`src/hw/rtl/tcfc_pkg.sv`:
```
// Shared constants and types for the text column field cutter.
package tcfc_pkg;

    // Default sizes of the top-level parameters
    localparam int HOLD_DEPTH_DEF  = 32;
    localparam int RANGE_SLOTS_DEF = 4;
    localparam int COLUMN_BITS_DEF = 16;

    // Configuration port
    localparam int CFG_IDX_W  = 3;
    localparam int CFG_DATA_W = 32;

    localparam logic [CFG_IDX_W-1:0] REG_RANGE_A     = 3'd0;
    localparam logic [CFG_IDX_W-1:0] REG_ACTIVE      = 3'd4;
    localparam logic [CFG_IDX_W-1:0] REG_MODE        = 3'd5;
    localparam logic [CFG_IDX_W-1:0] REG_DELIM_PAIR  = 3'd6;
    localparam logic [CFG_IDX_W-1:0] REG_DELIM_COUNT = 3'd7;

    // Bit positions in the mode register
    localparam int MODE_CHAR       = 0;
    localparam int MODE_FIELD      = 1;
    localparam int MODE_NO_SQUEEZE = 2;
    localparam int MODE_KEEP_EMPTY = 3;
    localparam int MODE_LAST_COL   = 4;

    // Reset values
    localparam logic [31:0] RANGE_RESET       = 32'hFFFF_FFFF;
    localparam logic [2:0]  ACTIVE_RESET      = 3'd0;
    localparam logic [4:0]  MODE_RESET        = 5'd0;
    localparam logic [15:0] DELIM_PAIR_RESET  = 16'h0920;
    localparam logic [1:0]  DELIM_COUNT_RESET = 2'd2;

    localparam logic [15:0] RANGE_END    = 16'hFFFF;
    localparam logic [7:0]  NEWLINE_BYTE = 8'h0A;

    typedef enum logic [2:0] {
        S_IDLE = 3'b001,
        S_SEND = 3'b010,
        S_NEWL = 3'b100
    } t_state;

endpackage

```
`src/hw/rtl/tcfc_hold_ram.sv`:
```
// Hold store: one write port, one read port with registered read data.
module tcfc_hold_ram import tcfc_pkg::*; #(
    parameter int DEPTH = HOLD_DEPTH_DEF,
    parameter int AW    = $clog2(HOLD_DEPTH_DEF)
) (
    input  logic          i_clk,
    input  logic          i_we,
    input  logic [AW-1:0] i_waddr,
    input  logic [7:0]    i_wdata,
    input  logic          i_re,
    input  logic [AW-1:0] i_raddr,
    output logic [7:0]    o_rdata
);

    logic [7:0] mem [DEPTH];
    logic [7:0] r_rdata;

    always_ff @(posedge i_clk) begin
        if (i_we) begin
            mem[i_waddr] <= i_wdata;
        end
    end

    always_ff @(posedge i_clk) begin
        if (i_re) begin
            r_rdata <= mem[i_raddr];
        end
    end

    assign o_rdata = r_rdata;

endmodule

```
`src/hw/rtl/tcfc_range_match.sv`:
```
// Range selector: decides whether a column falls in one of the active ranges.
module tcfc_range_match import tcfc_pkg::*; #(
    parameter int RANGE_SLOTS = RANGE_SLOTS_DEF,
    parameter int COLUMN_BITS = COLUMN_BITS_DEF
) (
    input  logic [RANGE_SLOTS-1:0][31:0] i_ranges,
    input  logic [2:0]                   i_active,
    input  logic [COLUMN_BITS-1:0]       i_column,
    output logic                         o_selected
);

    always_comb begin
        logic [2:0]  n_slots;
        logic [31:0] col;
        logic [31:0] start;
        logic [31:0] stop;
        logic        done;
        logic        sel;
        n_slots = (i_active > 3'(RANGE_SLOTS)) ? 3'(RANGE_SLOTS) : i_active;
        col     = 32'(i_column);
        done    = 1'b0;
        sel     = 1'b0;
        for (int i = 0; i < RANGE_SLOTS; i++) begin
            start = (i_ranges[i][31:16] == RANGE_END) ? 32'hFFFF_FFFF
                                                      : 32'(i_ranges[i][31:16]);
            stop  = (i_ranges[i][15:0] == RANGE_END) ? 32'hFFFF_FFFF
                                                     : 32'(i_ranges[i][15:0]);
            if (!done && (3'(i) < n_slots)) begin
                // stop searching at the first range that starts above the column
                if (col < start) begin
                    done = 1'b1;
                end else if ((col == start) || (col <= stop)) begin
                    sel  = 1'b1;
                    done = 1'b1;
                end
            end
        end
        o_selected = sel;
    end

endmodule

```
`src/hw/rtl/text_column_field_cutter.sv`:
```
// Text column field cutter: top level with line state, control and output register.
// The result of a byte sits in the output register in the cycle after its transfer.
// Throughput: one byte per cycle while idle and the output is free; a newline that flushes
// held bytes stalls input until sent, paced by the single read port of the hold RAM.
// Reset: i_rst_n, synchronous, active low, clears line state, control and configuration;
// the hold RAM keeps its contents and needs no clearing pass.
module text_column_field_cutter import tcfc_pkg::*; #(
    parameter int HOLD_DEPTH  = HOLD_DEPTH_DEF,
    parameter int RANGE_SLOTS = RANGE_SLOTS_DEF,
    parameter int COLUMN_BITS = COLUMN_BITS_DEF
) (
    input  logic                  i_clk,
    input  logic                  i_rst_n,
    // configuration write port
    input  logic                  i_cfg_we,
    input  logic [CFG_IDX_W-1:0]  i_cfg_index,
    input  logic [CFG_DATA_W-1:0] i_cfg_data,
    // input byte channel
    input  logic                  i_in_valid,
    output logic                  o_in_stall,
    input  logic [7:0]            i_in_byte,
    input  logic                  i_file_start,
    // result channel
    output logic                  o_out_valid,
    input  logic                  i_out_stall,
    output logic [7:0]            o_out_byte,
    output logic                  o_last_of_run,
    output logic                  o_hold_truncated
);

    // address bits of the hold RAM and bits of the fill count (which must reach the depth)
    localparam int AW = (HOLD_DEPTH > 1) ? $clog2(HOLD_DEPTH) : 1;
    localparam int CW = $clog2(HOLD_DEPTH + 1);

    // ---------------- configuration registers ----------------
    logic [RANGE_SLOTS-1:0][31:0] r_ranges;
    logic [2:0]                   r_active;
    logic [4:0]                   r_mode;
    logic [15:0]                  r_delim_pair;
    logic [1:0]                   r_delim_count;

    // Slots above RANGE_SLOTS are not stored; a write to them is dropped.
    always_ff @(posedge i_clk) begin
        if (!i_rst_n) begin
            for (int i = 0; i < RANGE_SLOTS; i++) begin
                r_ranges[i] <= RANGE_RESET;
            end
            r_active      <= ACTIVE_RESET;
            r_mode        <= MODE_RESET;
            r_delim_pair  <= DELIM_PAIR_RESET;
            r_delim_count <= DELIM_COUNT_RESET;
        end else if (i_cfg_we) begin
            for (int i = 0; i < RANGE_SLOTS; i++) begin
                if (i_cfg_index == REG_RANGE_A + CFG_IDX_W'(i)) begin
                    r_ranges[i] <= i_cfg_data[31:0];
                end
            end
            if (i_cfg_index == REG_ACTIVE) begin
                r_active <= i_cfg_data[2:0];
            end
            if (i_cfg_index == REG_MODE) begin
                r_mode <= i_cfg_data[4:0];
            end
            if (i_cfg_index == REG_DELIM_PAIR) begin
                r_delim_pair <= i_cfg_data[15:0];
            end
            if (i_cfg_index == REG_DELIM_COUNT) begin
                r_delim_count <= i_cfg_data[1:0];
            end
        end
    end

    logic char_mode, field_mode, no_squeeze, keep_empty, flush_last;
    assign char_mode  = r_mode[MODE_CHAR];
    assign field_mode = r_mode[MODE_FIELD];
    assign no_squeeze = r_mode[MODE_NO_SQUEEZE];
    assign keep_empty = r_mode[MODE_KEEP_EMPTY];
    assign flush_last = r_mode[MODE_LAST_COL];

    // ---------------- line state and control ----------------
    t_state                 r_state, n_state;
    logic [COLUMN_BITS-1:0] r_col, n_col;
    logic                   r_run, n_run;
    logic                   r_empty, n_empty;
    logic [CW-1:0]          r_cnt, n_cnt;
    logic                   r_ovf, n_ovf;

    // flush sequencer: current read address, last address, trailing newline, flag snapshot
    logic [AW-1:0] r_addr, n_addr;
    logic [AW-1:0] r_end, n_end;
    logic          r_fl_nl, n_fl_nl;
    logic          r_fl_trunc, n_fl_trunc;

    // output register
    logic       r_out_valid, n_out_valid;
    logic [7:0] r_out_byte, n_out_byte;
    logic       r_out_last, n_out_last;
    logic       r_out_trunc, n_out_trunc;

    // hold RAM ports
    logic          ram_we, ram_re;
    logic [AW-1:0] ram_waddr, ram_raddr;
    logic [7:0]    ram_wdata, ram_rdata;

    logic out_free, in_take;

    // The output register can take a new result when empty or being drained now.
    assign out_free   = !r_out_valid || !i_out_stall;
    assign o_in_stall = !((r_state == S_IDLE) && out_free);
    assign in_take    = i_in_valid && !o_in_stall;

    // ---------------- stage one: file start and delimiter handling ----------------
    // Line state as seen after an optional file start clear.
    logic [COLUMN_BITS-1:0] e_col;
    logic                   e_run, e_empty, e_ovf;
    logic [CW-1:0]          e_cnt;

    assign e_col   = i_file_start ? '0   : r_col;
    assign e_run   = i_file_start ? 1'b0 : r_run;
    assign e_empty = i_file_start ? 1'b1 : r_empty;
    assign e_cnt   = i_file_start ? '0   : r_cnt;
    assign e_ovf   = i_file_start ? 1'b0 : r_ovf;

    logic                   is_nl, is_delim;
    logic [COLUMN_BITS-1:0] a_col;
    logic                   a_run, a_ovf, a_go;
    logic [CW-1:0]          a_cnt;
    logic [7:0]             a_byte;

    assign is_nl    = (i_in_byte == NEWLINE_BYTE);
    assign is_delim = (r_delim_count != 2'd0)
                   && ((i_in_byte == r_delim_pair[7:0])
                    || ((r_delim_count >= 2'd2) && (i_in_byte == r_delim_pair[15:8])));

    always_comb begin
        a_col  = e_col;
        a_run  = e_run;
        a_cnt  = e_cnt;
        a_ovf  = e_ovf;
        a_byte = i_in_byte;
        a_go   = !is_nl;
        if (!is_nl && field_mode) begin
            if (is_delim) begin
                if (e_run && !no_squeeze) begin
                    // squeezed delimiter: drop it and leave the line state alone
                    a_go = 1'b0;
                end else begin
                    if (e_col != '1) begin
                        a_col = e_col + 1'b1;
                    end
                    // when squeezing, the first delimiter of a run becomes the low delimiter byte
                    if (!e_run && !no_squeeze) begin
                        a_byte = r_delim_pair[7:0];
                    end
                    a_run = 1'b1;
                    a_cnt = '0;
                    a_ovf = 1'b0;
                    // nothing selected yet on this line: drop the delimiter
                    if (e_empty) begin
                        a_go = 1'b0;
                    end
                end
            end else begin
                a_run = 1'b0;
            end
        end
    end

    logic selected;

    tcfc_range_match #(
        .RANGE_SLOTS (RANGE_SLOTS),
        .COLUMN_BITS (COLUMN_BITS)
    ) u_match (
        .i_ranges   (r_ranges),
        .i_active   (r_active),
        .i_column   (a_col),
        .o_selected (selected)
    );

    // ---------------- stage two: select, hold, flush ----------------
    always_comb begin
        logic [CW-1:0] cnt_m1;
        cnt_m1 = e_cnt - 1'b1;

        n_state     = r_state;
        n_col       = r_col;
        n_run       = r_run;
        n_empty     = r_empty;
        n_cnt       = r_cnt;
        n_ovf       = r_ovf;
        n_addr      = r_addr;
        n_end       = r_end;
        n_fl_nl     = r_fl_nl;
        n_fl_trunc  = r_fl_trunc;
        n_out_valid = r_out_valid && i_out_stall;
        n_out_byte  = r_out_byte;
        n_out_last  = r_out_last;
        n_out_trunc = r_out_trunc;
        ram_we      = 1'b0;
        ram_waddr   = a_cnt[AW-1:0];
        ram_wdata   = a_byte;
        ram_re      = 1'b0;
        ram_raddr   = r_addr;

        unique case (r_state)
            S_IDLE: begin
                if (in_take) begin
                    if (is_nl) begin
                        if (flush_last && (e_cnt != '0)) begin
                            // start the flush: char mode sends the newest held byte only
                            n_state    = S_SEND;
                            ram_re     = 1'b1;
                            ram_raddr  = char_mode ? cnt_m1[AW-1:0] : '0;
                            n_addr     = ram_raddr;
                            n_end      = cnt_m1[AW-1:0];
                            n_fl_nl    = !e_empty || keep_empty;
                            n_fl_trunc = e_ovf;
                        end else if (!e_empty || keep_empty) begin
                            n_out_valid = 1'b1;
                            n_out_byte  = NEWLINE_BYTE;
                            n_out_last  = 1'b1;
                            n_out_trunc = e_ovf;
                        end
                        n_col   = '0;
                        n_run   = 1'b0;
                        n_empty = 1'b1;
                        n_cnt   = '0;
                        n_ovf   = 1'b0;
                    end else begin
                        n_col   = a_col;
                        n_run   = a_run;
                        n_empty = e_empty;
                        n_cnt   = a_cnt;
                        n_ovf   = a_ovf;
                        if (a_go) begin
                            if (selected) begin
                                n_out_valid = 1'b1;
                                n_out_byte  = a_byte;
                                n_out_last  = 1'b1;
                                n_out_trunc = a_ovf;
                                n_empty     = 1'b0;
                                n_cnt       = '0;
                                n_ovf       = 1'b0;
                            end else if (a_cnt < CW'(HOLD_DEPTH)) begin
                                ram_we = 1'b1;
                                n_cnt  = a_cnt + 1'b1;
                            end else begin
                                // store full: drop the byte and flag it
                                n_ovf = 1'b1;
                            end
                            if (char_mode && (a_col != '1)) begin
                                n_col = a_col + 1'b1;
                            end
                        end
                    end
                end
            end
            S_SEND: begin
                if (out_free) begin
                    n_out_valid = 1'b1;
                    n_out_byte  = ram_rdata;
                    n_out_last  = (r_addr == r_end) && !r_fl_nl;
                    n_out_trunc = r_fl_trunc;
                    if (r_addr == r_end) begin
                        n_state = r_fl_nl ? S_NEWL : S_IDLE;
                    end else begin
                        // advance and fetch the next held byte
                        n_addr    = r_addr + 1'b1;
                        ram_re    = 1'b1;
                        ram_raddr = n_addr;
                    end
                end
            end
            S_NEWL: begin
                if (out_free) begin
                    n_out_valid = 1'b1;
                    n_out_byte  = NEWLINE_BYTE;
                    n_out_last  = 1'b1;
                    n_out_trunc = r_fl_trunc;
                    n_state     = S_IDLE;
                end
            end
            default: begin
                n_state = S_IDLE;
            end
        endcase
    end

    // control state
    always_ff @(posedge i_clk) begin
        if (!i_rst_n) begin
            r_state     <= S_IDLE;
            r_col       <= '0;
            r_run       <= 1'b0;
            r_empty     <= 1'b1;
            r_cnt       <= '0;
            r_ovf       <= 1'b0;
            r_out_valid <= 1'b0;
        end else begin
            r_state     <= n_state;
            r_col       <= n_col;
            r_run       <= n_run;
            r_empty     <= n_empty;
            r_cnt       <= n_cnt;
            r_ovf       <= n_ovf;
            r_out_valid <= n_out_valid;
        end
    end

    // payload and flush bookkeeping: no reset needed
    always_ff @(posedge i_clk) begin
        r_addr      <= n_addr;
        r_end       <= n_end;
        r_fl_nl     <= n_fl_nl;
        r_fl_trunc  <= n_fl_trunc;
        r_out_byte  <= n_out_byte;
        r_out_last  <= n_out_last;
        r_out_trunc <= n_out_trunc;
    end

    tcfc_hold_ram #(
        .DEPTH (HOLD_DEPTH),
        .AW    (AW)
    ) u_hold (
        .i_clk   (i_clk),
        .i_we    (ram_we),
        .i_waddr (ram_waddr),
        .i_wdata (ram_wdata),
        .i_re    (ram_re),
        .i_raddr (ram_raddr),
        .o_rdata (ram_rdata)
    );

    assign o_out_valid      = r_out_valid;
    assign o_out_byte       = r_out_byte;
    assign o_last_of_run    = r_out_last;
    assign o_hold_truncated = r_out_trunc;

endmodule
```
`config.mk`:
```
export PLATFORM = sky130hd
export DESIGN_NAME = text_column_field_cutter
export DESIGN_NICKNAME = d
export VERILOG_FILES = /design/src/hw/rtl/tcfc_pkg.sv /design/src/hw/rtl/tcfc_hold_ram.sv /design/src/hw/rtl/tcfc_range_match.sv /design/src/hw/rtl/text_column_field_cutter.sv
export SDC_FILE = /design/constraint.sdc
export NUM_CORES = 1
export LEC_CHECK = 0
export BUFFER_PORTS_ARGS = -buffer_cell sky130_fd_sc_hd__buf_4
export CELL_PAD_IN_SITES_DETAIL_PLACEMENT = 0
export CELL_PAD_IN_SITES_GLOBAL_PLACEMENT = 2
export CORE_MARGIN = 2
export CORE_UTILIZATION = 42
export DETAILED_ROUTE_END_ITERATION = 8
export MAX_ROUTING_LAYER = met4
export PLACE_DENSITY = 0.9
export RECOVER_POWER = 25
export SYNTH_ARGS = -nofsm -noshare
export SYNTH_HDL_FRONTEND = slang
export SYNTH_SLANG_ARGS = --single-unit
```
`constraint.sdc`:
```
create_clock -name i_clk -period 8.5 [get_ports i_clk]
set_clock_uncertainty 0.2 [all_clocks]
set_input_delay 0.85 -clock i_clk [delete_from_list [all_inputs] [get_ports i_clk]]
set_output_delay 0.85 -clock i_clk [all_outputs]
set_load 0.01 [all_outputs]
```
# [Yosys cells after proc, flatten, opt, wreduce, memory -nomap -nowiden]
# Memories as Yosys holds them, arrays and structs flattened. A register that Yosys moved wholly into a read port is not among the register bits.
# Index checks and enable logic that the tools add are counted.
[word_totals] reg_bits=205 ramBits=256 inputBits=49 out_inout_bits=12 wordCells=266 mem_count=1
[memory_table] name="u_hold.mem" depth=32 width=8 rd=1 rd_clocked_by_memory_dff=1 wr=1 line="tcfc_hold_ram.sv:15" rtl="logic [7:0] mem [DEPTH];"
[op_classes] add_sub_neg=5 order_cmp=15 eq_ne=39 n_mux=133 reduce_logical=51
[op_table] cell="2-to-1 mux 32 bit" n=8
[op_table] cell="equality test 16 bit, second input constant" n=8
[op_table] cell="equality test 16 x 32 -> 1 bit" n=4
[op_table] cell="less-or-equal comparator 16 x 32 -> 1 bit" n=4
[op_table] cell="less-than comparator 16 x 32 -> 1 bit" n=4
[op_table] cell="2-to-1 mux 16 bit" n=8
[op_table] cell="2-to-1 mux 8 bit" n=12
[op_table] cell="2-to-1 mux 1 bit" n=76
[op_table] cell="2-to-1 mux 6 bit" n=8
[op_table] cell="adder 16 x 1 -> 16 bit, second input constant" n=2
[op_table] cell="inequality test 16 bit, second input constant" n=2
[op_table] cell="2-to-1 mux 5 bit" n=6
[op_table] cell="2-to-1 mux 3 bit" n=8
[op_table] cell="case mux 8 bit (3 select lines)" n=1
[op_table] cell="AND reduction 2 bit" n=9
[op_table] cell="equality test 8 bit" n=2
[op_table] cell="equality test 3 bit, second input constant" n=5
[op_table] cell="logical AND 1 bit" n=14
[op_table] cell="zero test 1 bit" n=11
[op_table] cell="inequality test 2 bit, second input constant" n=5
[op_table] cell="case mux 5 bit (2 select lines)" n=1
[op_table] cell="equality test 3 x 2 -> 1 bit, second input constant" n=3
[op_table] cell="inequality test 3 bit, second input constant" n=3
[op_table] cell="case mux 3 bit (3 select lines)" n=1
[op_table] cell="other kinds (25)" n=38

# [Depth between registers and ports, before layout]
# Gate-level depths: netlist (run 1).
[depth] word_depth=27 depth_mapped=27 mapped_depth_nobuf=22

# [Modules after synthesis]
# A second synthesis (run 1) with hierarchy kept.
[hier_totals] cells_unflattened=2096 area_unflattened_um2=23003.3
[by_module_without_submodules] module="tcfc_hold_ram" n_inst=1 cells_each=417 area_each_um2=10133.5 seq_area_each_um2=7927.6
[by_module_without_submodules] module="text_column_field_cutter" n_inst=1 cells_each=1174 area_each_um2=9318.9 seq_area_each_um2=4274.1
[by_module_without_submodules] module="tcfc_range_match" n_inst=1 cells_each=505 area_each_um2=3550.9 seq_area_each_um2=0.0

# [Worst setup path before layout (run 1)]
# No wires, ideal clock.
[synth_timing] path_type="input -> register" from="in i_file_start" to="mem u_hold.mem[10][0], enable pin" setup_ns=0.395 t_arrival_ns=5.977 required_ns=7.905 setup_slack_ns=1.928 cell_stages=26 n_path_buf=5 cell_sequence="buf_6 > inv_1 > clkbuf_1 > nand2_1 > inv_1 > ha_1 > clkbuf_1 > nand3_2 > or3_1 > buf_2 > nand4_1 > o21ai_2 > and2_0 > or2_2 > inv_1 > ha_1 > and3_1 > nand3_1 > nor4_1 > or3_1 > nor4_1 > o21ai_0 > nand2_1 > nand3_1 > clkbuf_1 > nor4_1"
[synth_via] elab_chain_len=27 elab_cells_between_ends=69 classes_between="add/sub: 1; order compare: 9; eq/ne: 5; mux: 43; reduce/logical: 11"
[synth_lines] item="start: declaration" line="text_column_field_cutter.sv:22" rtl="input logic i_file_start,"
[synth_lines] item="2-to-1 mux 16 bit" line="text_column_field_cutter.sv:118" rtl="assign e_col = i_file_start ? '0 : r_col;"
[synth_lines] item="adder 16 x 1 -> 16 bit / inequality test 16 bit (equally long branches)" line="text_column_field_cutter.sv:149, text_column_field_cutter.sv:148"
[synth_lines] item="2-to-1 mux 16 bit" line="text_column_field_cutter.sv:148" rtl="if (e_col != '1) begin"
[synth_lines] item="2-to-1 mux 16 bit" line="text_column_field_cutter.sv:144" rtl="if (e_run && !no_squeeze) begin"
[synth_lines] item="2-to-1 mux 16 bit" line="text_column_field_cutter.sv:143" rtl="if (is_delim) begin"
[synth_lines] item="2-to-1 mux 16 bit" line="text_column_field_cutter.sv:142" rtl="if (!is_nl && field_mode) begin"
[synth_lines] item="less-or-equal comparator 16 x 32 -> 1 bit / equality test 16 x 32 -> 1 bit (equally long branches)" line="tcfc_range_match.sv:32" rtl="end else if ((col == start) || (col <= stop)) begin"
[synth_lines] item="logical OR 1 bit" line="tcfc_range_match.sv:32"
[synth_lines] item="(+11 left out)"
[synth_lines] item="2-to-1 mux 1 bit" line="tcfc_range_match.sv:28" rtl="if (!done && (3'(i) < n_slots)) begin"
[synth_lines] item="2-to-1 mux 1 bit" line="text_column_field_cutter.sv:237" rtl="if (selected) begin"
[synth_lines] item="2-to-1 mux 1 bit" line="text_column_field_cutter.sv:236" rtl="if (a_go) begin"
[synth_lines] item="2-to-1 mux 1 bit" line="text_column_field_cutter.sv:209" rtl="if (is_nl) begin"
[synth_lines] item="2-to-1 mux 1 bit" line="text_column_field_cutter.sv:208" rtl="if (in_take) begin"
[synth_lines] item="2-to-1 mux 1 bit" line="text_column_field_cutter.sv:206" rtl="unique case (r_state)"
[synth_lines] item="2-to-1 mux 1 bit" line="tcfc_hold_ram.sv:19" rtl="if (i_we) begin"
[synth_lines] item="2-to-1 mux 1 bit (not written as such)" line="tcfc_hold_ram.sv:20" rtl="mem[i_waddr] <= i_wdata;"
[synth_lines] item="end: declaration" line="tcfc_hold_ram.sv:15"
# Parallel ways exist; a longest one is shown, timed or not.

# [Worst setup path after layout (run 1)]
[layout_timing] from="in i_file_start" to="reg r_out_byte[5], in the netlist o_out_byte[5], enable pin"
[layout_via] elab_chain_len=22 elab_cells_between_ends=66 classes_between="add/sub: 1; order compare: 8; eq/ne: 9; mux: 32; reduce/logical: 16"
[layout_lines] item="2-to-1 mux 16 bit" line="text_column_field_cutter.sv:118"
[layout_lines] item="adder 16 x 1 -> 16 bit / inequality test 16 bit (equally long branches)" line="text_column_field_cutter.sv:149, text_column_field_cutter.sv:148"
[layout_lines] item="2-to-1 mux 16 bit" line="text_column_field_cutter.sv:148"
[layout_lines] item="2-to-1 mux 16 bit" line="text_column_field_cutter.sv:144"
[layout_lines] item="2-to-1 mux 16 bit" line="text_column_field_cutter.sv:143"
[layout_lines] item="2-to-1 mux 16 bit" line="text_column_field_cutter.sv:142"
[layout_lines] item="less-or-equal comparator 16 x 32 -> 1 bit / equality test 16 x 32 -> 1 bit (equally long branches)" line="tcfc_range_match.sv:32"
[layout_lines] item="logical OR 1 bit" line="tcfc_range_match.sv:32"
[layout_lines] item="(+6 left out)"
[layout_lines] item="2-to-1 mux 1 bit / zero test 1 bit (equally long branches)" line="tcfc_range_match.sv:32, tcfc_range_match.sv:28"
[layout_lines] item="2-to-1 mux 1 bit / logical AND 1 bit (equally long branches)" line="tcfc_range_match.sv:30, tcfc_range_match.sv:28"
[layout_lines] item="2-to-1 mux 1 bit" line="tcfc_range_match.sv:28"
[layout_lines] item="2-to-1 mux 1 bit / zero test 1 bit (equally long branches)" line="tcfc_range_match.sv:32, tcfc_range_match.sv:28"
[layout_lines] item="2-to-1 mux 1 bit / logical AND 1 bit (equally long branches)" line="tcfc_range_match.sv:30, tcfc_range_match.sv:28"
[layout_lines] item="2-to-1 mux 1 bit" line="tcfc_range_match.sv:28"
[layout_lines] item="inequality test 3 bit (no line)"
[layout_lines] item="AND reduction 8 bit (no line) (*)"
[layout_lines] item="end signal: assignment" line="text_column_field_cutter.sv:317" rtl="r_out_byte <= n_out_byte;"
[layout_lines] item="end: declaration" line="text_column_field_cutter.sv:96" rtl="logic [7:0] r_out_byte, n_out_byte;"
# Mark *: on every way between the ends. The rest lies on a longest branch, timed or not.
# A chain may end at the register's enable or synchronous reset.

==> out/qor.yml, run 1 <==
ctsHoldBuffers: 0
core_area_sq_um: 54990
worst_slack_ns: 1.503
p_leak_nw: 10.84
crit_type: "in2reg"
hold_class: "reg2reg"
drive_gt1_share_pct: 8.811
ys_async_sr_fraction_pct: 0
fill_cells: 5081
switching_share_pct: 22.66
wire_per_inst_um: 22.03
clock-sinks: 469
clkLatencyLatePin_ns: 0.64
dr.first_iter.drc_count: 1462
p_switching_w: 0.001113
slowest_delay_ns: 0.79
finalCritPeriodShare_pct: 82.32
avgSynthCellArea_sq_um: 10.07
drcViolationCount: 0
max_cap_violations: 2
synth_area_sq_um: 23300
synthFlopType: "edfxtp_1"
crit_slowest_cell: "o22ai_1"
antenna_found_initial: 1
worst_ep_arrival_time_ns: 7.04
numCtsBuffers: 50
die_y_um: 239.5
die_w_um: 239.5
cp_cell_sequence: "clkbuf_4 > inv_1 > nand2_1 > inv_1 > ha_1 > nand3_2 > or3_1 > nand4_1 > o21ai_2 > and2_0 > or2_2 > inv_1 > ha_1 > nand2_1 > nor4_1 > nor4b_1 > or3_1 > nor2_1 > a211oi_1 > o211ai_1 > nor3_1 > a31oi_1 > o22ai_1"
cp-end-kind: "flop"
routabilityCongestion: 0.8932
yosysSeqAreaShare_pct: 52.38
p_int_w: 0.003798
grt_pass1_wl_mm: 104.0
ff2ff_path_depth: 18
rsz0062_at_grt: "no"
layout_common_cells: "nand2_1 (486), edfxtp_1 (281), dfxtp_1 (188)"
max_slew.worst_pin.slew_ns: 4.235
synth_edf_count: 281
multi_input_area_sq_um: 10030
seq_area_sq_um: 12200
path_common_cell: "inv_1"
crit_fanout: 13
port_buffers: 60
p_seq_share_pct: 49.9
setup_viol: 0
cts_buffer_depth: 3
clk_pin_slew_ns: 0.06
rows: 86
comb_power_share_pct: 4.7
max-vdd-ir-drop_mv: 0.1645
p_total_w: 0.004911
min_period_ns: 6.997
hpwl_mm: 47.47
overflow: 0
tns_ns: 0
pwr-share-clk_pct: 45.4
ant_nets: 0
grt_pass1_vias: 17270
cts_root_buf: "clkbuf_16"
vias: 17870
power_density_nw_per_um2: 188.2
initial_core_util_pct: 42.37
violations: "max-capacitance violations, max-slew violations"
start_kind: "input pin"
hold_violations: 0
area_growth_pct: 12.00
die-area_sq_um: 57370
relSlewSlack_pct: -182.3
synth_cells: 2313
crit_required_ns: 8.54
cts_resized: 0
layout_commonest_cell: "nand2_1"
grtUsageTotal_pct: 24.64
postRouteWirelength_mm: 68.77
first_pass_iters: 5
place_ws_ns: 0.9201
ios: 61
cts_tree: "done"
htree_num_levels: 2
outcome: "finished with violations"
grt_max_degree: 98
min_path_cells: 2
slew_viol_final: 169
vias_per_cell: 5.727
synth_fp_nets: 2499
ys_types: 93
ys_ff_latch: 469
ys.warnings.count: 0
post_cts.repair.setup_buffers: 0
fmax_mhz: 142.9
nNetsFinal: 2517
registers in the layout, summed over array words and instances (netlist names), 2 cells and up:
register        count
r_col              16
u_hold.o_rdata      8
r_delim_pair       16
r_addr              5
r_cnt               6
u_hold.mem        256
r_end               5
r_mode              5
r_ranges          128
r_active            3
r_delim_count       2
o_out_byte          8
r_state             3
worst max-delay path: cells and delay by family:
| kind | cells | cell delay (ns) |
|---|---|---|
| and+or+nand+nor | 12 | 2.83 |
| AOI/OAI and AO/OA | 5 | 1.76 |
| buffers and inverters | 4 | 1.02 |
| adders and majority gates | 2 | 0.58 |
worst paths after layout:
kind	from	to	slack, ns
min reg2reg	r_col[1]	r_col[1]	0.28
max reg2reg	r_delim_pair[11]	o_out_byte[5]	1.83
max	i_file_start	o_out_byte[5]	1.50
min	r_col[1]	r_col[1]	0.28
per-stage QoR:
step / area (sq um) / std cells / hold slack [ns] / util, %
floorplan: 23300 / 2313 / 0.2328 / -
global placement: 24420 / 3027 / 0.2685 / 44.42
detailed placement: 24420 / 3027 / 0.2722 / 44.42
CTS: 26140 / 3120 / 0.2816 / 47.55
global route: 26090 / 3121 / 0.3038 / 47.45
finish: 26090 / 3121 / 0.2800 / 47.45
cell usage after synthesis (all sizes together), types with 11 or more instances:
cell type	number	share of area [%]
nand3	122	2.7
a21boi	14	0.45
nand4	89	2.4
xor2	22	0.83
clkbuf	91	1.5
inv	144	2.3
mux2i	27	1.2
edfxtp	281	36
nor3	42	0.95
nor2b	31	0.84
o31ai	11	0.38
xnor2	25	0.94
and3	26	0.73
a21o	35	1.1
nand2	486	7.8
and2	19	0.51
a211oi	14	0.49
ha	137	7.4
buf	36	0.86
o211ai	131	4.2
o21ai	60	1.4
a31oi	14	0.44
nor2	48	0.78
a221oi	12	0.53
dfxtp	188	16
a21oi	51	1.2
a32oi	17	0.64
nor4	33	1.1
power groups by stage:
stage	sequential, W	combinational, W	clock, W
global route	0.00245	0.000250	0.00236
floorplan	0.00249	0.000130	0
detailed placement	0.00250	0.000228	0
CTS	0.00245	0.000229	0.00226
global placement	0.00250	0.000225	0
finish	0.00245	0.000229	0.00223
metal layers:
metal	up-vias	share of wire, %	GRT usage (%)
met5	-	0	-
met4	0	3.9	9.527
met3	142	5.7	3.457
met2	603	48	40.66
met1	8673	42	30.68
li1	8455	-	-
area by class of cell:
type                    count  area share [%]
clock buffers              82           5.966
clock inverters            11          0.6282
well taps                 748           3.587
diodes                      1        0.009591
flip-flops and latches    469           46.77
inverters                 145           2.091
repair buffers             93           2.522
multi-input cells        1572           38.43
cell families (layout without fill, tap and decap cells):
family / Yosys count / count (layout) / share of synthesized area [%]
mux: 37 / 37 / 1.643
fa+ha+maj: 137 / 137 / 7.358
compound gates: 415 / 415 / 12.93
other cells: 0 / 1 / 0
xor+xnor: 47 / 47 / 1.767
buf+inv: 272 / 331 / 4.673
flops: 469 / 469 / 52.38
simple gates: 936 / 936 / 19.25
(Power assumes the default switching activity.)
==> run 2, diff against run 1 <==
==> constraint.sdc (replaced) <==
create_clock -name i_clk -period 7.05 [get_ports i_clk]
set_clock_uncertainty 0.2 [all_clocks]
set_input_delay 0.705 -clock i_clk [delete_from_list [all_inputs] [get_ports i_clk]]
set_output_delay 0.705 -clock i_clk [all_outputs]
set_load 0.01 [all_outputs]
==> out/qor.yml, run 2 (synthesized netlist as in run 1, its figures left out) <==
outcome: "finished with violations"
violations: "max-capacitance violations, max-slew violations"
max_cap_violations: 4  # +2
largestRegisters: "u_hold.mem: 256 flops, r_ranges: 128 flops"
switching_share_pct: 22.87  # +0.21 points
grt_max_degree: 114  # +16%
post_cts.repair.setup_buffers: 0  # unchanged
max-vdd-ir-drop_mv: 0.1938  # +18%
min_period_ns: 6.303
rsz0062_at_grt: "no"
vias: 17770  # -0.57%
start_kind: "flop"
pwr-share-clk_pct: 46.0  # +0.6 points
crit_type: "reg2reg"
cts_root_buf: "clkbuf_16"
p_leak_nw: 10.90  # +0.58%
dr.first_iter.drc_count: 1681  # +15%
p_seq_share_pct: 49.3  # -0.6 points
num_antenna_cells: 0  # -1
top_register: "u_hold.mem"
cts_resized: 0  # unchanged
htree_num_levels: 2  # unchanged
max_slew.worst_pin.slew_ns: 4.628  # +0.3936 ns
ios: 61  # unchanged
power_density_nw_per_um2: 228.0  # +21%
clkLatencyLatePin_ns: 0.61  # -0.03 ns
ctsHoldBuffers: 0  # unchanged
die-area_sq_um: 57370  # unchanged
vias_per_cell: 5.672  # -0.95%
slew_viol_final: 291  # +72%
core_area_sq_um: 54990  # unchanged
placed_area_sq_um: 24560  # +0.56%
antenna_found_initial: 0  # -1
cts_buffer_depth: 3  # unchanged
ant_nets: 0  # unchanged
cp-end-kind: "flop"
comb_power_share_pct: 4.6  # about the same
rows: 86  # unchanged
overflow: 0  # unchanged
cts_tree: "done"
place_ws_ns: 0.1673  # -0.7528 ns
largest_register_ff_count: 256  # unchanged
relSlewSlack_pct: -208.6  # -26 points
worst_slack_ns: 0.7474  # -0.7551 ns
clock-sinks: 469  # unchanged
initial_core_util_pct: 42.37  # unchanged
grt_pass1_vias: 17140  # -0.74%
nNetsFinal: 2528  # +0.44%
first_pass_iters: 5  # unchanged
layout_common_cells: "nand2_1 (486), edfxtp_1 (281), dfxtp_1 (188)"
hold_class: "in2reg"
fmax_mhz: 158.7
die_y_um: 239.5  # unchanged
area_growth_pct: 12.69
hpwl_mm: 47.88  # +0.87%
grtUsageTotal_pct: 24.68  # +0.038 points
worst_ep_arrival_time_ns: 6.33  # -0.71 ns
crit_required_ns: 7.08  # -1.46 ns
p_switching_w: 0.001369  # +23%
hold_violations: 0  # unchanged
final_area_sq_um: 26250  # +0.62%
clk_pin_slew_ns: 0.06  # about the same
port_buffers: 60  # unchanged
routabilityCongestion: 0.9441  # +5.7%
grt_pass1_wl_mm: 104.1  # about the same
finalCritPeriodShare_pct: 89.40
die_w_um: 239.5  # unchanged
drive_gt1_share_pct: 9.518  # +0.71 points
setup_viol: 0  # unchanged
drcViolationCount: 0  # unchanged
crit_fanout: 29  # +16
wire_per_inst_um: 21.97  # -0.27%
p_int_w: 0.004616  # +22%
postRouteWirelength_mm: 68.84  # +0.11%
layout_commonest_cell: "nand2_1"
tns_ns: 0  # unchanged
numCtsBuffers: 51  # +2.0%
[run 2: changes by cell type in the layout (fill, tap and decap cells not counted), sizes merged]
cell | before | now
clkbuf | 97 | 84
clkinv | 10 | 18
buf | 78 | 84
clkinvlp | 2 | 7
bufinv | 1 | 5
inv | 143 | 146
diode | 1 | 0
[run 2: critical path, cell delays in order, from the launching register on]
cell and delay, ns:
dfxtp_1 0.49, nand4_1 0.19, or3b_4 0.44, or3_1 0.43
nand3_1 0.15, o21a_2 0.14, nor2_1 0.07, nor2_1 0.37
buf_4 0.28, ha_1 0.27, nand4_1 0.10, nor4_1 0.08
nor4b_1 0.16, or3_1 0.40, nor4_1 0.25, o21ai_0 0.17
nand2_1 0.11, nand3_1 0.17, buf_12 0.27, or4_1 0.61
nor2_1 0.56
[run 2: final timing paths]
| path | end | cells past startpoint | start | slack, ns |
|---|---|---|---|---|
| hold / removal | r_ranges[16] | 3 | i_cfg_data[16] | 0.17 |
| setup / recovery | u_hold.mem[13][7] | 20 | r_col[9] | 0.75 |
| hold reg to reg | r_col[11] | 2 | r_col[11] | 0.27 |
| setup reg to reg | u_hold.mem[13][7] | 20 | r_col[9] | 0.75 |
[run 2: area by class of cell]
type / count / area [sq um]
multi-input cells: 1572 / 10050
repair buffers: 103 / 779.5
clock inverters: 31 / 349.1
inverters: 145 / 545.5
well taps: 748 / 935.9
clock buffers: 65 / 1390
flip-flops and latches: 469 / 12200
fillers: 5115 / 28730
[run 2: power by group through the flow]
| stage | Combinational (W) | Sequential [W] | Clock (W) |
|---|---|---|---|
| CTS | 0.000277 | 0.00295 | 0.00279 |
| global placement | 0.000272 | 0.00301 | 0 |
| detailed placement | 0.000275 | 0.00301 | 0 |
| finish | 0.000277 | 0.00295 | 0.00276 |
| global route | 0.000304 | 0.00296 | 0.00289 |
| floorplan | 0.000156 | 0.00300 | 0 |
[run 2: layer usage]
metal / share of wire [%] / global-route usage, % / vias to the layer above / wire (um)
met5: 0 / - / - / 0
met4: 3.4 / 8.636 / 0 / 2339
met3: 4.8 / 2.743 / 150 / 3328
met2: 50 / 42.14 / 552 / 34090
met1: 42 / 30.34 / 8573 / 29080
li1: - / - / 8496 / -
[run 2: stage by stage]
| stage | total power (W) | hold slack [ns] | util, % | std cells |
|---|---|---|---|---|
| finish | 0.005985 | 0.1744 | 47.75 | 3133 |
| global route | 0.006151 | 0.1751 | 47.75 | 3133 |
| CTS | 0.006020 | 0.1605 | 47.83 | 3132 |
| detailed placement | 0.003286 | 0.2619 | 44.67 | 3036 |
| global placement | 0.003283 | 0.2609 | 44.67 | 3036 |
| floorplan | 0.003160 | 0.2328 | - | 2313 |
==> run 3, diff against run 2 <==
--- a/config.mk
+++ b/config.mk
@@ -8,12 +8,12 @@
 export BUFFER_PORTS_ARGS = -buffer_cell sky130_fd_sc_hd__buf_4
 export CELL_PAD_IN_SITES_DETAIL_PLACEMENT = 0
 export CELL_PAD_IN_SITES_GLOBAL_PLACEMENT = 2
-export CORE_MARGIN = 2
-export CORE_UTILIZATION = 42
+export CORE_UTILIZATION = 43
 export DETAILED_ROUTE_END_ITERATION = 8
 export MAX_ROUTING_LAYER = met4
 export PLACE_DENSITY = 0.9
 export RECOVER_POWER = 25
 export SYNTH_ARGS = -nofsm -noshare
 export SYNTH_HDL_FRONTEND = slang
+export SYNTH_HIERARCHICAL = 1
 export SYNTH_SLANG_ARGS = --single-unit
==> out/qor.yml, run 3 <==
ys.warnings.count: 6  # +6
finalCritPeriodShare_pct: 98.83  # +9.4 points
switching_share_pct: 22.65  # -0.22 points
crit_fanout: 10  # -66%
rsz0062_at_grt: "yes"
outcome: "finished with violations"
grt_pass1_vias: 15960  # -6.9%
top_register: "u_hold/mem"
grt-busiest-layer: "met2"
hold_class: "in2reg"
core_area_sq_um: 52660  # -4.2%
worst_ep_arrival_time_ns: 6.99  # +0.66 ns
routabilityCongestion: 0.9395  # -0.49%
synth_fp_nets: 2279  # -8.8%
p_total_w: 0.006077  # +1.5%
synth_edf_count: 281  # unchanged
drcViolationCount: 0  # unchanged
hp-start: "i_out_stall"
power_density_nw_per_um2: 233.4  # +2.4%
cts_buffer_depth: 3  # unchanged
synth_cells: 2096  # -9.4%
drive_gt1_share_pct: 14.12  # +4.6 points
crit_slowest_cell: "nor2_1"
cp_cell_sequence: "nor2b_1 > ha_1 > nand4b_1 > nor2_1 > o211ai_1 > a21oi_1 > xnor2_1 > inv_1 > ha_1 > nand4_1 > nor3_1 > o2bb2ai_1 > a311o_1 > o311ai_0 > a31oi_1 > o22ai_1 > nor3b_1 > nand3b_1 > nor2_1"
cp-end-kind: "flop"
yosysTopAreaCell: "edfxtp_1"
comb_power_share_pct: 4.8  # +0.2 points
wire_per_inst_um: 22.08  # +0.50%
grt_pass1_wl_mm: 96.44  # -7.4%
grt_max_degree: 81  # -29%
use_met3_pct: 3.711  # +0.97 points
min_period_ns: 6.968  # +0.6653 ns
ys_ff_latch: 469  # unchanged
rows: 84  # -2.3%
grtUsageTotal_pct: 24.26  # -0.42 points
clkLatencyLatePin_ns: 0.63  # +0.02 ns
post_cts.repair.setup_buffers: 0  # unchanged
yosysSeqAreaShare_pct: 53.04  # +0.67 points
slew_viol_final: 208  # -29%
relSlewSlack_pct: -146.3  # +62 points
use_met2_pct: 37.23  # -4.9 points
dr.first_iter.drc_count: 1515  # -9.9%
setup_viol: 0  # unchanged
worst_hold_slack_ns: 0.1537  # -0.02069 ns
vias_per_cell: 5.724  # +0.91%
use_met1_pct: 32.95  # +2.6 points
overflow: 0  # unchanged
cts_tree: "done"
synthFlopType: "edfxtp_1"
ys_async_sr_fraction_pct: 0  # unchanged
synth_area_leaders: "edfxtp_1 (37%), dfxtp_1 (16%), mux4_2 (7.8%), ha_1 (7.3%), nand2_1 (6.2%)"
min_path_cells: 3  # unchanged
yosys-top-cells-count: "nand2_1 (380), edfxtp_1 (281), dfxtp_1 (188), nand3_1 (171), inv_1 (140)"
max_cap_violations: 4  # unchanged
ff2ff_path_depth: 19  # -5.0%
holdPathEnd: "o_out_valid"
first_pass_iters: 5  # unchanged
reg2reg_from: "r_col[0]"
pwr-share-clk_pct: 46.4  # +0.4 points
die_y_um: 233.3  # -2.6%
postRouteWirelength_mm: 63.71  # -7.5%
crit_type: "reg2reg"
r2r_slack_ns: 0.08  # -0.67 ns
numCtsBuffers: 50  # -2.0%
largest_register_ff_count: 256  # unchanged
port_buffers: 60  # unchanged
crit_required_ns: 7.08  # about the same
avgSynthCellArea_sq_um: 10.97  # +9.0%
fmax_mhz: 143.5  # -9.5%
ios: 61  # unchanged
max_slew.worst_pin.slew_ns: 3.694  # -0.9345 ns
p_leak_nw: 11.08  # +1.6%
vias: 16510  # -7.1%
p_int_w: 0.004700  # +1.8%
synth_top_area_share_pct: 36.68  # +0.46 points
die_w_um: 233.3  # -2.6%
cts_root_buf: "clkbuf_16"
ctsHoldBuffers: 0  # unchanged
layout_common_cells: "nand2_1 (380), edfxtp_1 (281), dfxtp_1 (188)"
largestRegisters: "u_hold/mem: 256 flops, r_ranges: 128 flops"
antenna_found_initial: 1  # +1
violations: "max-capacitance violations, max-slew violations"
p_seq_share_pct: 48.8  # -0.5 points
initial_core_util_pct: 43.69  # +1.3 points
max-vdd-ir-drop_mv: 0.2738  # +41%
die-area_sq_um: 54420  # -5.1%
area_growth_pct: 13.18
hold_violations: 0  # unchanged
synth_area_sq_um: 23000  # -1.3%
fill_cells: 4657  # -9.0%
clk_pin_slew_ns: 0.07  # about the same
hpwl_mm: 43.92  # -8.3%
layout_commonest_cell: "nand2_1"
p_switching_w: 0.001376  # +0.55%
start_kind: "flop"
ys_types: 82  # -12%
post-synth-top-count-cell: "nand2_1"
ant_nets: 0  # unchanged
nNetsFinal: 2339  # -7.5%
clock-sinks: 469  # unchanged
slowest_delay_ns: 0.76  # +0.15 ns
r2r-end: "u_hold/mem[1][2]"
htree_num_levels: 2  # unchanged
run 3: how the worst max path moves through the flow:
stage / from / end
after floorplan: i_file_start / u_hold/mem[12][0]
after global placement: i_file_start / u_hold/mem[13][6]
after detailed placement: i_file_start / u_hold/mem[26][1]
after CTS: r_col[0] / u_hold/mem[26][1]
after global routing: r_col[0] / u_hold/mem[30][5]
final: r_col[0] / u_hold/mem[1][2]
run 3: critical path: cells and delay by family, from the launching register on:
family                   cells  cell delay, ns
AND/OR/NAND/NOR              8            3.23
AO/OA/AOI/OAI                7            1.30
adder cells (fa/ha/maj)      2            0.72
flip-flops                   1            0.44
buffers and inverters        1            0.41
XOR/XNOR                     1            0.27
run 3: metal layers:
metal / vias up / share of wire, %
met5: - / 0
li1: 7724 / -
met3: 111 / 5.5
met2: 530 / 46
met1: 8148 / 45
met4: 0 / 2.9
run 3: cell families after synthesis:
logic type,after synthesis,share of synthesized area [%]
compound gates,232,6.783
xor+xnor,46,1.751
fa+ha+maj,134,7.289
buf+inv,237,4.079
flops,469,53.04
mux,110,9.225
simple gates,868,17.83
run 3: power groups by stage:
| stage | clock network [W] | registers (W) | logic [W] |
|---|---|---|---|
| after floorplan | 0 | 0.00301 | 0.000169 |
| after global placement | 0 | 0.00302 | 0.000284 |
| after detailed placement | 0 | 0.00302 | 0.000290 |
| after CTS | 0.00287 | 0.00296 | 0.000292 |
| after global routing | 0.00298 | 0.00297 | 0.000320 |
| final | 0.00282 | 0.00297 | 0.000291 |
run 3: cell type report:
type | count | area, sq um | area share, %
Inverter | 141 | 529.3 | 2.033
Clock inverter | 33 | 475.5 | 1.826
Sequential cell | 469 | 12200 | 46.86
Antenna cell | 2 | 5.005 | 0.01922
Tap cell | 688 | 860.8 | 3.306
Timing Repair Buffer | 104 | 729.5 | 2.802
Multi-Input combinational cell | 1390 | 9933 | 38.15
Clock buffer | 58 | 1301 | 4.998
run 3: what timing repair did:
item                       CTS  global route
hold endpoints to repair     0             0
setup endpoints to repair    0           176
resized for setup            0            14
run 3: per-stage QoR:
step                      instances  utilization [%]  TNS, ns  worst slack, ns  area [sq um]
after floorplan                2096                -        0           0.5641         23000
after global placement         2792            46.12        0         0.004031         24280
after detailed placement       2792            46.12   -20.92          -0.1950         24280
after CTS                      2883            49.49        0           0.2388         26060
after global routing           2884            49.44   -13.54          -0.2067         26030
final                          2885            49.45        0          0.08218         26040
